`src/epsc_ram.sv`:
```
// ----------------------------------------------------------------------------
// epsc_ram: generic single-port RAM
// One access a cycle: a write if enabled, and a registered read of the old word.
// ----------------------------------------------------------------------------
`default_nettype none
module epsc_ram #(
	parameter int WIDTH = 8,
	parameter int DEPTH = 16
) (
	input  wire logic                     clk,
	input  wire logic                     we,
	input  wire logic [$clog2(DEPTH)-1:0] addr,
	input  wire logic [WIDTH-1:0]         wdata,
	output logic      [WIDTH-1:0]         rdata
);
	logic [WIDTH-1:0] mem_q [DEPTH];

	always_ff @(posedge clk) begin
		if (we) begin
			mem_q[addr] <= wdata;
		end
		rdata <= mem_q[addr];
	end
endmodule
`default_nettype wire

```
`config.mk`:
```
export PLATFORM = sky130hd
export DESIGN_NAME = epsc_ram
export DESIGN_NICKNAME = d
export VERILOG_FILES = /design/src/epsc_ram.sv
export SDC_FILE = /design/constraint.sdc
export NUM_CORES = 1
export LEC_CHECK = 0
export CORE_MARGIN = 10
export CORE_UTILIZATION = 45
export CTS_CLUSTER_DIAMETER = 40
export DETAILED_ROUTE_END_ITERATION = 10
export DONT_BUFFER_PORTS = 1
export PLACE_DENSITY = 0.67
export SLEW_MARGIN = 20
export SYNTH_ARGS = -nofsm -noshare
export SYNTH_HDL_FRONTEND = slang
export SYNTH_SLANG_ARGS = --single-unit
```
`constraint.sdc`:
```
create_clock -name clk -period 2.25 [get_ports clk]
set_input_delay 0.1125 -clock clk [delete_from_list [all_inputs] [get_ports clk]]
set_output_delay 0.1125 -clock clk [all_outputs]
set_load 0.03 [all_outputs]
```
# Word level (Yosys, flattened, before mapping)
# Memory sizes are Yosys's and may differ from the RTL's. A register that Yosys moved wholly into a read port is not among the register bits.
# Index checks and enable logic that the tools add are counted.
dict set report op_classes {
  mux 2
}
# operator n
set ops {}
lappend ops {{$mux 1} 2}
dict set report word_totals {
  register_bits 0
  ramBits 128
  in_bits 14
  output_inout_bits 8
  n_memories 1
  wordCells 3
}
# name words width rd rd_clocked_by_memory_dff wr line_no
set memory_table {}
lappend memory_table {mem_q 16 8 1 1 1 16} ;# logic [WIDTH-1:0] mem_q [DEPTH];

# Longest topological paths before layout
dict set report depth {
  word_depth 2
  depth_mapped 5
  depth_no_buf 3
}

# Worst setup path after synthesis
# No wires, ideal clock.
dict set report synth_timing {
  kind {in2reg}
  from {in addr[2]}
  to {mem mem_q[0][0], enable pin}
  arrival_time_ns 1.222
  required_time_ns 1.867
  path_buffers 0
  setup_time_ns 0.383
  path_stages 2
  setup_slack_ns 0.644
  path_cell_list {or3b_2 > nor3_1}
}
# element line_no
set synth_lines {}
lappend synth_lines {{start: declaration} 12} ;# input wire logic [$clog2(DEPTH)-1:0] addr,
lappend synth_lines {{end: declaration} 16}
# Straight into the memory's write port.

# Worst setup path in the final report
dict set report layout_timing {
  from {in addr[0]}
  to {mem mem_q[12][6], enable pin}
}
# Straight into the memory's write port.

==> summary.md <==
| Metric | Value |
|---|---|
| TNS Setup | 0 ns |
| Mean routed wirelength per cell | 23.0 µm |
| Largest net degree at the start of global routing | 40 |
| VDD IR max | 0.795 mV |
| Mapped Area | 5070 µm² |
| Final net count | 276 |
| Tmin final | 1.58 ns |
| Met3 GRT Util | 0.0491 |
| Path category of the worst min-delay check | input port to register |
| Via/cell ratio | 5.60 |
| Seq cells post-synth | 136 |
| TritonRoute pass-1 iters | 5 |
| Endpoints failing setup | 0 |
| Crit path max-delay family | buffers and inverters |
| Max-cap violation count | 0 |
| RSZ-0062 raised after global routing | false |
| Antenna Diode Count | 0 |
| Worst-Margin Slew | 0.822 ns |
| Largest stage delay, worst path | 0.70 ns |
| Post-Syn Nets | 244 |
| Area growth, synth to finish | 17.5% |
| Slew Limit Headroom | 0.451 |
| Starting Density | 0.463 |
| Final worst-path cycle share | 0.702 |
| Residual DRC | 0 |
| Htree depth | 4 |
| Crit path capture type | register |
| CP Cell Sequence | dlygate4sd3_1 > nor3_1 > dlygate4sd3_1 |
| PostCTS Resize Cnt | 0 |
| RePlAce Congestion | 0.751 |
| Layout fillers | 830 |
| Gate Count Post-Synth | 230 |
| Sequential share of the synthesized area | 0.790 |
| Endpoints failing hold | 0 |
| Crit path top cell by count | dlygate4sd3_1 |
| Post-Route WL | 9.53 mm |
| Mean Syn Cell Area | 22.0 µm² |
| Via count | 2322 |
| Critical Path RT | 2.36 ns |
| Arrival time at the worst endpoint | 1.69 ns |
| Die Span Y | 126 µm |
| Vias in the first global route | 2435 |
| Root buf cell | clkbuf_16 |
| Multi-input gate area | 1000 µm² |
| Sink Count | 136 |
| Detailed placer's ending HPWL | 5.74 mm |
| Share of cells above drive strength 1 | 0.273 |
| Syn. warnings | 0 |
| Slew Viols, Final | 0 |
| Leakage power total | 1.93 nW |
| Initial DRC Count | 216 |
| Die ar. | 15900 µm² |
| CTS tree | yes |
| Met1 Resource Use GR | 0.159 |
| Port Buffer Count | 0 |
| Worst Path Buf+Inv | 2 |
| Slowest-stage cell, CP | dlygate4sd3_1 |
| Initial antenna violation count | 0 |
| Row count | 38 |
| CP Launch Type | input port |
| FF+latch area | 4000 µm² |
| CORE AREA | 10900 µm² |
| Fmax | 633 MHz |
| GR Overflow Total | 0 |
| Met2 usage | 0.185 |
| Clock insertion delay at the later pin of the skew report | 0.42 ns |
| Dpl ws | 0.878 ns |
| Core Util, Final | 0.544 |
| Final setup margin | 0.671 ns |
| PwrDens | 954 nW/µm² |
| Ports | 22 |
| Distinct cells, synth | 18 |
| Status | complete, no violations |
| Routed Antenna Nets | 0 |
| GRT Overall Usage | 0.124 |
| Chip Width | 126 µm |
| Most Used Layer, Global Route | met2 |
| Worst-path clk slew | 0.05 ns |
| Max clock buf depth | 2 |
| Skew final | 0.0127 ns |
| CTS buffer count | 17 |
| Critical-path maximum fanout | 39 |
| Kind of critical path | input port to register |
| First-pass GRT wire length | 14.6 mm |
## timing repair
item                       CTS  global route
hold endpoints to repair   135             0
setup endpoints to repair    0             0
setup buffers                0             0
hold buffers                11             0
## logic make-up (layout without fill, tap and decap cells)
| logic type | after synthesis | count (layout) | share of synthesized area |
|---|---|---|---|
| DFF | 136 | 136 | 0.790 |
| and+or+nand+nor | 35 | 35 | 0.0321 |
| muxes | 32 | 32 | 0.142 |
| AOI/OAI and AO/OA | 16 | 16 | 0.0237 |
| buffers and inverters | 11 | 56 | 0.0119 |
## per-layer routing
layer  share of wire  routed length (µm)
met4          0.0059                  56
met2            0.50                4750
met1            0.44                4150
met5               0                   0
met3           0.061                 578
## cell usage after synthesis
cell type,number,area [µm²]
nor2_1,13,48.8
nor3_1,4,20.0
buf_1,4,15.0
nand3_1,1,5.00
mux4_2,32,721
buf_2,2,10.0
and2_1,1,6.26
nand3b_1,2,15.0
edfxtp_1,128,3840
buf_6,2,22.5
nand2_1,9,33.8
or3b_2,1,8.76
clkbuf_2,1,5.00
a22oi_1,16,120
clkbuf_1,2,7.51
nor2b_1,2,12.5
nand2b_1,2,12.5
dfxtp_1,8,160
## power by group
part           total [mW]  internal, mW  leakage, nW  switching (mW)
sequential           2.89          2.83         1.22          0.0540
clock                2.59          1.62        0.276           0.967
combinational       0.202        0.0985        0.427           0.103
total                5.68          4.55         1.93            1.12
## placed cells by master (no fill, tap or decap), drive strengths merged
cell / n
a22oi: 16
and2: 1
buf: 13
bufinv: 1
clkbuf: 23
clkinv: 6
clkinvlp: 2
dfxtp: 8
dlygate4sd3: 11
edfxtp: 128
mux4: 32
nand2: 9
nand2b: 2
nand3: 1
nand3b: 2
nor2: 13
nor2b: 2
nor3: 4
or3b: 1
## cell type report
type | instances | area share
clock buffer | 23 | 0.0820
clock inverter | 9 | 0.0124
timing repair buffer | 24 | 0.0349
sequential | 136 | 0.673
multi-input combinational | 83 | 0.169
tap | 140 | 0.0294
## registers in the layout, indices dropped and copies added, names as in the netlist
register  cells
rdata         8
mem_q       128
## per-stage QoR
step	instances	cell area (µm²)	hold slack [ns]	power (mW)
floorplan	230	5070	0.211	3.08
global placement	372	5280	0.212	3.10
detailed placement	372	5280	0.212	3.10
CTS	415	5950	0.00513	5.73
global route	415	5950	0.0307	5.86
finish	415	5950	0.0216	5.68
## worst register-to-register path, stage by stage (launching register included)
cell	delay, ns
edfxtp_1	0.35
mux4_2	0.47
a22oi_1	0.30
nand2_1	0.13
## worst paths after layout
| path | slack (ns) | cells past startpoint | to | start |
|---|---|---|---|---|
| setup / recovery | 0.67 | 3 | mem_q[12][6] | addr[0] |
| hold / removal | 0.02 | 3 | rdata[6] | addr[1] |
| setup reg to reg | 0.86 | 3 | rdata[1] | mem_q[3][1] |
| hold reg to reg | 0.67 | 3 | rdata[0] | mem_q[15][0] |
No activity file was read; power rests on OpenSTA's default activity.
